File: config.mk
export PLATFORM = sky130hd
export DESIGN_NAME = hcrt_ctrl
export DESIGN_NICKNAME = d
export VERILOG_FILES = /design/src/hcrt_pkg.sv /design/src/hcrt_ctrl.sv
export SDC_FILE = /design/constraint.sdc
export NUM_CORES = 1
export LEC_CHECK = 0
export BUFFER_PORTS_ARGS = -buffer_cell sky130_fd_sc_hd__buf_2
export CORE_MARGIN = 2
export CORE_UTILIZATION = 55
export CTS_BUF_LIST = sky130_fd_sc_hd__clkbuf_2
export DETAILED_ROUTE_END_ITERATION = 12
export PLACE_DENSITY = 0.92
export SYNTH_ARGS = -nofsm -noshare
export SYNTH_HDL_FRONTEND = slang
export SYNTH_SLANG_ARGS = --single-unit
File: constraint.sdc
create_clock -name clk -period 4.3 [get_ports clk]
set_input_delay 0.86 -clock clk [delete_from_list [all_inputs] [get_ports clk]]
set_output_delay 0.86 -clock clk [all_outputs]
set_load 0.005 [all_outputs]
File: src/hcrt_pkg.sv
// Shared types, sizes and codes for the deduplicating record table.
package hcrt_pkg;

  localparam int unsigned Buckets        = 1024;
  localparam int unsigned Records        = 4096;
  localparam int unsigned WordCapacity   = 65536;
  localparam int unsigned MaxRecordWords = 256;

  localparam int unsigned BucketW = $clog2(Buckets);
  localparam int unsigned RecW    = $clog2(Records);
  localparam int unsigned RecPtrW = RecW + 1;
  localparam int unsigned WordW   = $clog2(WordCapacity);
  localparam int unsigned WordCntW = WordW + 1;
  localparam int unsigned StageW  = $clog2(MaxRecordWords);
  localparam int unsigned LenW    = StageW + 1;

  localparam logic [RecPtrW-1:0] NullPtr = RecPtrW'(Records);

  typedef enum logic [1:0] {
    ST_FOUND    = 2'd0,
    ST_INSERTED = 2'd1,
    ST_FULL     = 2'd2,
    ST_TOO_LONG = 2'd3
  } status_t;

  typedef struct packed {
    logic [8:0]  area;
    logic [63:0] word;
    logic        last_word;
  } in_item_t;

  typedef struct packed {
    logic [11:0] handle;
    status_t     status;
  } out_item_t;

  // controller -> datapath commands
  typedef struct packed {
    logic stage_load;   // capture the input item
    logic hash_init;    // clear hash and index
    logic hash_step;    // fold one staged word
    logic head_read;    // issue bucket head read
    logic head_take;    // take head as current record
    logic meta_read;    // read current record's descriptor
    logic cmp_init;     // start word compare
    logic cmp_step;     // compare one word
    logic chain_adv;    // follow chain_next
    logic ins_meta;     // write descriptor and link
    logic copy_step;    // copy one staged word to the store
    logic finish;       // emit result and clear staging
  } cmd_t;

  // datapath -> controller status
  typedef struct packed {
    logic last_word;
    logic overflow;
    logic hash_done;
    logic chain_end;
    logic meta_match;
    logic cmp_done;
    logic cmp_fail;
    logic full;
    logic copy_done;
    logic steps_over;
    logic clearing;     // bucket heads still being emptied after reset
  } stat_t;

endpackage

File: src/hcrt_ctrl.sv
// Controller: sequences staging, hash, chain walk, compare and insert.
module hcrt_ctrl (
  input  logic            clk,
  input  logic            rst,
  input  logic            start,
  output logic            busy,
  input  hcrt_pkg::stat_t stat,
  output hcrt_pkg::cmd_t  cmd
);

  typedef enum logic [11:0] {
    S_IDLE   = 12'b000000000001,
    S_CHECK  = 12'b000000000010,
    S_HASH   = 12'b000000000100,
    S_HEAD   = 12'b000000001000,
    S_TAKE   = 12'b000000010000,
    S_META   = 12'b000000100000,
    S_MWAIT  = 12'b000001000000,
    S_CMP    = 12'b000010000000,
    S_NEXT   = 12'b000100000000,
    S_INS    = 12'b001000000000,
    S_COPY   = 12'b010000000000,
    S_DONE   = 12'b100000000000
  } state_t;

  state_t state, state_next;
  logic   found, found_next;

  always_ff @(posedge clk) begin
    if (rst) begin
      state <= S_IDLE;
      found <= 1'b0;
    end else begin
      state <= state_next;
      found <= found_next;
    end
  end

  // hold off input while an item is worked on or the heads are being emptied
  assign busy = state != S_IDLE || stat.clearing;

  // next state and commands
  always_comb begin
    state_next = state;
    found_next = found;
    cmd        = '0;
    unique case (state)
      S_IDLE: begin
        cmd.stage_load = start && !stat.clearing;
        if (start && !stat.clearing) state_next = S_CHECK;
      end
      S_CHECK: begin
        if (!stat.last_word) state_next = S_IDLE;
        else if (stat.overflow) state_next = S_DONE;
        else begin
          cmd.hash_init = 1'b1;
          found_next    = 1'b0;
          state_next    = S_HASH;
        end
      end
      S_HASH: begin
        if (stat.hash_done) state_next = S_HEAD;
        else cmd.hash_step = 1'b1;
      end
      S_HEAD: begin
        cmd.head_read = 1'b1;
        state_next    = S_TAKE;
      end
      S_TAKE: begin
        cmd.head_take = 1'b1;
        state_next    = S_META;
      end
      S_META: begin
        if (stat.chain_end || stat.steps_over) state_next = S_INS;
        else begin
          cmd.meta_read = 1'b1;
          state_next    = S_MWAIT;
        end
      end
      S_MWAIT: begin
        cmd.cmp_init = 1'b1;
        if (stat.meta_match) state_next = S_CMP;
        else state_next = S_NEXT;
      end
      S_CMP: begin
        if (stat.cmp_fail) state_next = S_NEXT;
        else if (stat.cmp_done) begin
          found_next = 1'b1;
          state_next = S_DONE;
        end else cmd.cmp_step = 1'b1;
      end
      S_NEXT: begin
        cmd.chain_adv = 1'b1;
        state_next    = S_META;
      end
      S_INS: begin
        if (stat.full) state_next = S_DONE;
        else begin
          cmd.ins_meta = 1'b1;
          cmd.cmp_init = 1'b1;
          state_next   = S_COPY;
        end
      end
      S_COPY: begin
        if (stat.copy_done) state_next = S_DONE;
        else cmd.copy_step = 1'b1;
      end
      S_DONE: begin
        cmd.finish = 1'b1;
        state_next = S_IDLE;
      end
      default: state_next = S_IDLE;
    endcase
  end

  // a match is only claimed when the compare has not failed
  a_found_clean: assert property (@(posedge clk) disable iff (rst)
    (state == S_CMP && state_next == S_DONE) |-> !stat.cmp_fail)
    else $error("match declared after compare failure");
  // a chain step does not go straight to the descriptor wait
  a_walk_bounded: assert property (@(posedge clk) disable iff (rst)
    (state == S_NEXT) |=> !(state == S_MWAIT))
    else $error("chain step skipped descriptor read");
  // every finish returns to idle
  a_done_idle: assert property (@(posedge clk) disable iff (rst)
    (state == S_DONE) |=> (state == S_IDLE))
    else $error("finish did not return to idle");

endmodule
=== Yosys cells after proc, flatten, opt, wreduce, memory -nomap -nowiden ===
Index checks and enable logic that the tools add are counted.

* Add/subtract/negate cells: 0
* $mul: 0
* Divide/modulo/power cells: 0
* $lt $le $gt $ge: 0
* Eq/ne operators: 17
* Shifts and indexed selects: 0
* Mux-type cells: 31
* Bitwise logic cells: 0
* Reduce and logical (&&, ||, !) cells: 6

{| class="wikitable"
|+ Operator list
! cell !! count
|-
| $pmux 12 s10 || 1
|-
| $mux 12 || 8
|-
| $mux 1 || 19
|-
| $eq 12x1->1 const B || 1
|-
| $eq 12x10->1 const B || 1
|-
| $eq 12x11->1 const B || 1
|-
| $eq 12x12->1 const B || 1
|-
| $eq 12x2->1 const B || 1
|-
| $eq 12x3->1 const B || 1
|-
| $eq 12x4->1 const B || 1
|-
| $eq 12x5->1 const B || 1
|-
| $eq 12x6->1 const B || 1
|-
| $eq 12x7->1 const B || 1
|-
| $eq 12x8->1 const B || 1
|-
| $eq 12x9->1 const B || 1
|-
| $ne 12x1->1 const B || 1
|-
| $mux 10 || 1
|-
| $mux 9 || 1
|-
| $ne 2x2->1 const B || 3
|-
| $reduce_and 4->1 || 1
|-
| $ne 3x3->1 const B || 1
|-
| $logic_or 1x1->1 || 2
|-
| $pmux 1 s2 || 1
|-
| $reduce_or 2->1 || 1
|-
| 2 further kinds || 2
|}

* Register bits: 12
* Latch bits: 0
* Bits in writable memories: 0
* Bits in read-only memories: 0
* Output and inout bits: 13
* Word-level logic and storage cells: 55
* Memories: 0

=== Depth between registers and ports, before layout ===
Gate-level depths: netlist of run 1.

* Depth after elaboration: 4
* Mapped depth: 7

=== Worst setup path before layout of run 1 ===
OpenSTA, ideal clock, no wires.

* Kind: reg-to-output
* From: register state[10]
* To: output cmd[3] in the netlist's numbering
* Data arrival time: 1324 ps
* Required time: 3440 ps
* Slack: 2116 ps
* Stages on the path, launching flop included: 5
* Path buffers: 1
* Cells stage by stage: dfxtp_1 buf_6 or3_2 nor2_1 and4b_2

{| class="wikitable"
|+ RTL lines
! element !! line !! RTL
|-
| start: declaration || hcrt_ctrl.sv:26 || <nowiki>state_t state, state_next;</nowiki>
|-
| start signal: assignment || hcrt_ctrl.sv:34 || <nowiki>state <= state_next;</nowiki>
|-
| end: declaration || hcrt_ctrl.sv:8 || <nowiki>output hcrt_pkg::cmd_t cmd</nowiki>
|}

==> results by group, run 1 <==
STA
  – Final setup fails: 0
  – RSZ-0062 raised after global routing: false
  – Final Worst Setup Slack: 1.55 ns
  – Max Fclk: 363 MHz
  – Fin Setup TNS: 0 ns
  – Worst slew pin tran: 0.356 ns
  – Fin crit share: 0.640
  – Fin. max-slew vios: 0
  – Slew headroom: 0.761
  – Fin. Hold Viols: 0
  – Clk_skew: 0.00671 ns
  – Min Tclk post-route: 2.75 ns

Layout
  – Most frequent cells in the layout: buf_2 (26), nor2_1 (16), dfxtp_1 (12)
  – Layout cells sized above 1: 0.377
  – Post-route cell area: 1010 um^2
  – Reg with most FFs: state
  – Most common cell after layout, fill and taps aside: buf_2
  – Area Overhead vs Synth: 14.9%
  – Top Registers: state (12)
  – Number of inserted diodes: 0
  – Layout filler cell count: 126
  – Final core area utilization: 0.674
  – Seq. cell area: 240 um^2
  – Max reg flops: 12
  – Layout Nets: 146
  – Multi-input gate area: 591 um^2

Placement
  – Dpl cell area: 1000 um^2
  – Port bufs: 26
  – Pre-CTS WS: 1.87 ns
  – Hpwl dp: 1730 um
  – Final Wtd Congestion: 0.884

Synth
  – Seq/Total Area, Yosys: 0.272
  – Mapped Nets: 118
  – Synthesized cell area: 883 um^2
  – Post-synthesis area per instance: 8.49 um^2
  – Ys Warns: 0
  – EDFF count, synth: 0
  – Synth Instances: 104
  – Post-synth ARST share: 0
  – Synth unique cells: 41
  – #FFs+latches synth: 12
  – Ys flop type: dfxtp_1

Clock tree
  – Clk slew on worst S/H paths: 0.12 ns
  – PostCTS Resize Cnt: 0
  – Post-CTS Setup Inserts: 0
  – Clock Sinks: 12
  – CTS root buf: clkbuf_2
  – CTS tree: built
  – Clk Latency, worst-skew pair: 0.27 ns
  – H-tree levels: 1
  – CTS Buf Count: 3
  – Hold Buf Count CTS: 0
  – CTS Buffer Depth: 2

Drt
  – Drc violations: 0
  – Drt initial violations: 39
  – Routed vias: 915
  – Drt wl/cell: 15.0 um
  – Vias per cell: 6.27
  – TritonRoute pass-1 iters: 4
  – WL final: 2190 um
  – Post-DRT Antenna Nets: 0

GRT
  – Gr usage total: 0.246
  – Largest net degree at the start of global routing: 10
  – First-pass GRT wire length: 3570 um
  – Initial antenna violation count: 0
  – GRT overflow: 0
  – Vias in the first global route: 844

Worst hold path
  – HP Class: flop to flop

Worst setup path
  – CP endpoint kind: primary output
  – Crit path kind: flop to primary output
  – CP arrival: 1.89 ns
  – CP Max Fanout: 8
  – CP Launch Type: flop
  – Critical Path RT: 3.44 ns

Floorplan
  – Starting Density: 0.586
  – # rows: 14
  – Die area: 1940 um^2
  – Top Ports: 27
  – Die width: 44.1 um
  – Chip height: 44.1 um
  – CORE AREA: 1510 um^2

Power and ir drop
  – Pwr Density: 319 nW/um^2
  – Peak supply drop: 0.193 mV
  – Leakage: 0.417 nW

Flow run
  – Total of max-cap violations: 0

Status
  – Status: finished, final reports clean
report_power, final:
part | switching, mW | internal (mW)
combinational | 0.0742 | 0.0597
clock | 0.0383 | 0.0190
sequential | 0.0123 | 0.120
total | 0.125 | 0.199
final timing paths:
check                                from  endpoint  slack, ns  depth (start not counted)
worst max-delay path            state[10]    cmd[5]       1.55                          5
worst min-delay path             state[6]  state[7]       0.63                          2
worst max register to register  state[10]  state[5]       2.43                          6
worst min register to register   state[6]  state[7]       0.63                          2
synthesized netlist by cell type (3+ instances only):
| cell type | instances | area share |
|---|---|---|
| nor4_2 | 3 | 0.042 |
| nand2_1 | 5 | 0.021 |
| or2_2 | 3 | 0.021 |
| nor2_1 | 16 | 0.068 |
| buf_6 | 3 | 0.038 |
| inv_1 | 5 | 0.021 |
| nand3_1 | 5 | 0.028 |
| a21oi_1 | 4 | 0.023 |
| nand3b_1 | 3 | 0.025 |
| dfxtp_1 | 12 | 0.27 |
| nand2b_1 | 5 | 0.035 |
| and4_1 | 3 | 0.030 |
routing by layer:
layer / vias to the layer above / global-route usage / routed length, um / share of wire
met3: 8 / 0.0245 / 189 / 0.086
met4: 0 / 0.103 / 45 / 0.021
met1: 423 / 0.317 / 887 / 0.40
li1: 431 / - / - / -
met2: 53 / 0.418 / 1070 / 0.49
met5: - / 0 / 0 / 0
per-stage QoR:
| stage | hold WS [ns] | total power [mW] | cells |
|---|---|---|---|
| 2_1_floorplan | 0.540 | 0.232 | 104 |
| 5_1_grt | 0.658 | 0.344 | 146 |
| 3_5_place_dp | 0.602 | 0.266 | 143 |
| 6_report | 0.625 | 0.324 | 146 |
| 3_3_place_gp | 0.575 | 0.259 | 143 |
| 4_1_cts | 0.626 | 0.322 | 146 |
final cells by class:
| class | instances | area share |
|---|---|---|
| sequential | 12 | 0.237 |
| inverter | 5 | 0.0185 |
| tap | 16 | 0.0197 |
| clock buffer | 3 | 0.0148 |
| timing repair buffer | 26 | 0.128 |
| multi-input combinational | 84 | 0.582 |
kinds of logic (layout without fill, tap and decap cells):
group / Yosys count / after routing / synth area share
simple gates: 63 / 63 / 0.473
compound gates: 16 / 16 / 0.143
flops: 12 / 12 / 0.272
buf+inv: 8 / 34 / 0.0595
xor+xnor: 3 / 3 / 0.0298
mux: 2 / 2 / 0.0227
critical path: stages (launching register included):
cell and delay, ns:
dfxtp_1 0.43, or3_2 0.54, nor2_1 0.22, nand4_1 0.15
o41ai_1 0.09, buf_2 0.17
Power figures use the tool's default switching activity.
==> inputs of run 2 (changes only) <==
ABC_AREA = 1   (was not set)
CORE_UTILIZATION = 48   (was 55)
PLACE_DENSITY = 0.85   (was 0.92)
clock period = 2.29 ns   (was 4.3 ns; I/O delays follow)
==> results by group, run 2 <==
Floorplan
  – Top Ports: 27 (unchanged)
  – Die area: 2330 um^2 (was 1940 um^2)
  – # rows: 16 (was 14)
  – Die width: 48.2 um (was 44.1 um)
  – CORE AREA: 1900 um^2 (was 1510 um^2)
  – Chip height: 48.2 um (was 44.1 um)
  – Starting Density: 0.494 (was 0.586)

Clock tree
  – CTS Buffer Depth: 2 (unchanged)
  – CTS root buf: clkbuf_2 (unchanged)
  – Clock Sinks: 12 (unchanged)
  – CTS tree: built (unchanged)
  – H-tree levels: 1 (unchanged)
  – Hold Buf Count CTS: 0 (unchanged)
  – PostCTS Resize Cnt: 0 (unchanged)
  – Post-CTS Setup Inserts: 0 (unchanged)
  – Clk Latency, worst-skew pair: 0.28 ns (was 0.27 ns)
  – Clk slew on worst S/H paths: 0.13 ns (was 0.12 ns)
  – CTS Buf Count: 3 (unchanged)

Synth
  – Seq/Total Area, Yosys: 0.256 (was 0.272)
  – Post-synth ARST share: 0 (unchanged)
  – Synthesized cell area: 940 um^2 (was 883 um^2)
  – EDFF count, synth: 0 (unchanged)
  – Ys flop type: dfxtp_1 (unchanged)
  – Synth unique cells: 20 (was 41)
  – Ys Warns: 0 (unchanged)
  – Post-synthesis area per instance: 6.26 um^2 (was 8.49 um^2)
  – Synth Instances: 150 (was 104)
  – Largest cells by area after synthesis: dfxtp_1 (26%), inv_1 (14%), nand2_1 (14%) (was dfxtp_1 (27%), nor2_1 (6.8%), nor4_2 (4.2%))
  – Top cell type's share of synthesized area: 0.256 (was 0.272)
  – Area leader, netlist: dfxtp_1 (unchanged)
  – #FFs+latches synth: 12 (unchanged)
  – Mapped Nets: 164 (was 118)
  – Top cells by count, synth: inv_1 (35), nand2_1 (35), nor2_1 (18) (was nor2_1 (16), dfxtp_1 (12))

Placement
  – Port bufs: 26 (unchanged)
  – Dpl cell area: 1100 um^2 (was 1000 um^2)
  – Hpwl dp: 1890 um (was 1730 um)
  – Final Wtd Congestion: 0.935 (was 0.884)

Worst setup path
  – CP max stage delay: 0.36 ns (was 0.54 ns)
  – Crit path from: state[8] (was state[10])
  – Crit path kind: flop to primary output (unchanged)
  – CP Launch Type: flop (unchanged)
  – Critical path's top delay family: simple AND/OR/NAND/NOR gates (unchanged)
  – Critical path buffers and inverters: 2 (was 1)
  – Critical Path RT: 1.83 ns (was 3.44 ns)
  – CP arrival: 1.62 ns (was 1.89 ns)
  – Slowest cell on crit path: dfxtp_1 (was or3_2)
  – CP Cell Sequence: nor2_2 > nand2_4 > nor2_4 > nand2_1 > inv_1 > nand2_1 > nor2_1 > buf_2 (was or3_2 > nor2_1 > nand4_1 > o41ai_1 > buf_2)
  – Most common cell on crit path: nand2_1
  – Reg2reg start: state[8] (was state[10])
  – CP endpoint kind: primary output (unchanged)
  – CP Max Fanout: 9 (was 8)

Layout
  – Layout cells sized above 1: 0.278 (was 0.377)
  – Reg with most FFs: state (unchanged)
  – Top Registers: state (12) (unchanged)
  – Seq. cell area: 240 um^2 (unchanged)
  – Number of inserted diodes: 0 (unchanged)
  – Max reg flops: 12 (unchanged)
  – Most frequent cells in the layout: inv_1 (35), nand2_1 (35), buf_2 (26) (was buf_2 (26), nor2_1 (16), dfxtp_1 (12))
  – Layout Nets: 195 (was 146)
  – Area Overhead vs Synth: 19.4% (was 14.9%)
  – Multi-input gate area: 564 um^2 (was 591 um^2)
  – Post-route cell area: 1120 um^2 (was 1010 um^2)
  – Layout filler cell count: 184 (was 126)
  – Final core area utilization: 0.590 (was 0.674)

STA
  – Fin. max-slew vios: 0 (unchanged)
  – Max Fclk: 480 MHz
  – Min Tclk post-route: 2.08 ns
  – Fin crit share: 0.909
  – Fin. Hold Viols: 0 (unchanged)
  – Worst slew pin tran: 0.466 ns (was 0.356 ns)
  – Clk_skew: 0.00663 ns (was 0.00671 ns)
  – Slew headroom: 0.687 (was 0.761)
  – RSZ-0062 raised after global routing: false (unchanged)
  – Final setup fails: 0 (unchanged)
  – Fin Setup TNS: 0 ns (unchanged)

GRT
  – Largest net degree at the start of global routing: 10 (unchanged)
  – Vias in the first global route: 908 (was 844)
  – Gr usage total: 0.218 (was 0.246)
  – First-pass GRT wire length: 3570 um (about the same)
  – Initial antenna violation count: 0 (unchanged)
  – GRT overflow: 0 (unchanged)

Drt
  – Routed vias: 1018 (was 915)
  – Drt initial violations: 34 (was 39)
  – WL final: 2270 um (was 2190 um)
  – TritonRoute pass-1 iters: 4 (unchanged)
  – Drc violations: 0 (unchanged)
  – Drt wl/cell: 11.0 um (was 15.0 um)
  – Post-DRT Antenna Nets: 0 (unchanged)
  – Vias per cell: 4.92 (was 6.27)

Flow run
  – Total of max-cap violations: 0 (unchanged)

Power and ir drop
  – Pwr Density: 677 nW/um^2 (was 319 nW/um^2)
  – Overall Power: 0.760 mW (was 0.324 mW)
  – Peak supply drop: 0.420 mV (was 0.193 mV)
  – Leakage: 0.694 nW (was 0.417 nW)

Worst hold path
  – Hold Startpoint: rst (was state[6])
  – HP Class: input port to flop (was flop to flop)

Status
  – Status: finished, final reports clean (unchanged)
run 2: layout make-up:
cell class,instances,area share
well taps,27,0.0301
inverters,36,0.120
clock buffers,3,0.0134
repair buffers,26,0.116
multi-input cells,102,0.503
flip-flops and latches,12,0.214
clock inverters,1,0.00334
run 2: final timing paths:
kind | endpoint | slack, ns | cells after the start
max | cmd[11] | 0.21 | 8
min | state[11] | 0.44 | 2
max reg2reg | state[1] | 0.83 | 5
min reg2reg | state[2] | 0.56 | 2
run 2: metal layers:
metal	GRT usage	vias to the layer above	wire (um)
li1	-	522	-
met1	0.257	464	989
met2	0.379	27	1150
met3	0.0370	5	97
met4	0.108	0	38
met5	0	-	0
run 2: stage by stage:
step / std cells / hold WS, ns / worst slack, ns
after floorplan: 150 / 0.513 / 0.716
after global placement: 203 / 0.536 / 0.612
after detailed placement: 203 / 0.539 / 0.546
after CTS: 207 / 0.436 / 0.223
after global routing: 207 / 0.449 / 0.0396
final: 207 / 0.435 / 0.209
run 2: logic make-up after synthesis:
logic type             after synthesis  share of synthesized area
AOI/OAI and AO/OA                    3                     0.0173
buffers and inverters               36                      0.144
and+or+nand+nor                     99                      0.583
DFF                                 12                      0.256
run 2: report_power, final:
part | switching (mW) | leakage [nW] | total, mW | internal [mW]
clock | 0.0755 | 0.0140 | 0.113 | 0.0379
combinational | 0.245 | 0.583 | 0.391 | 0.146
sequential | 0.0228 | 0.0972 | 0.256 | 0.233
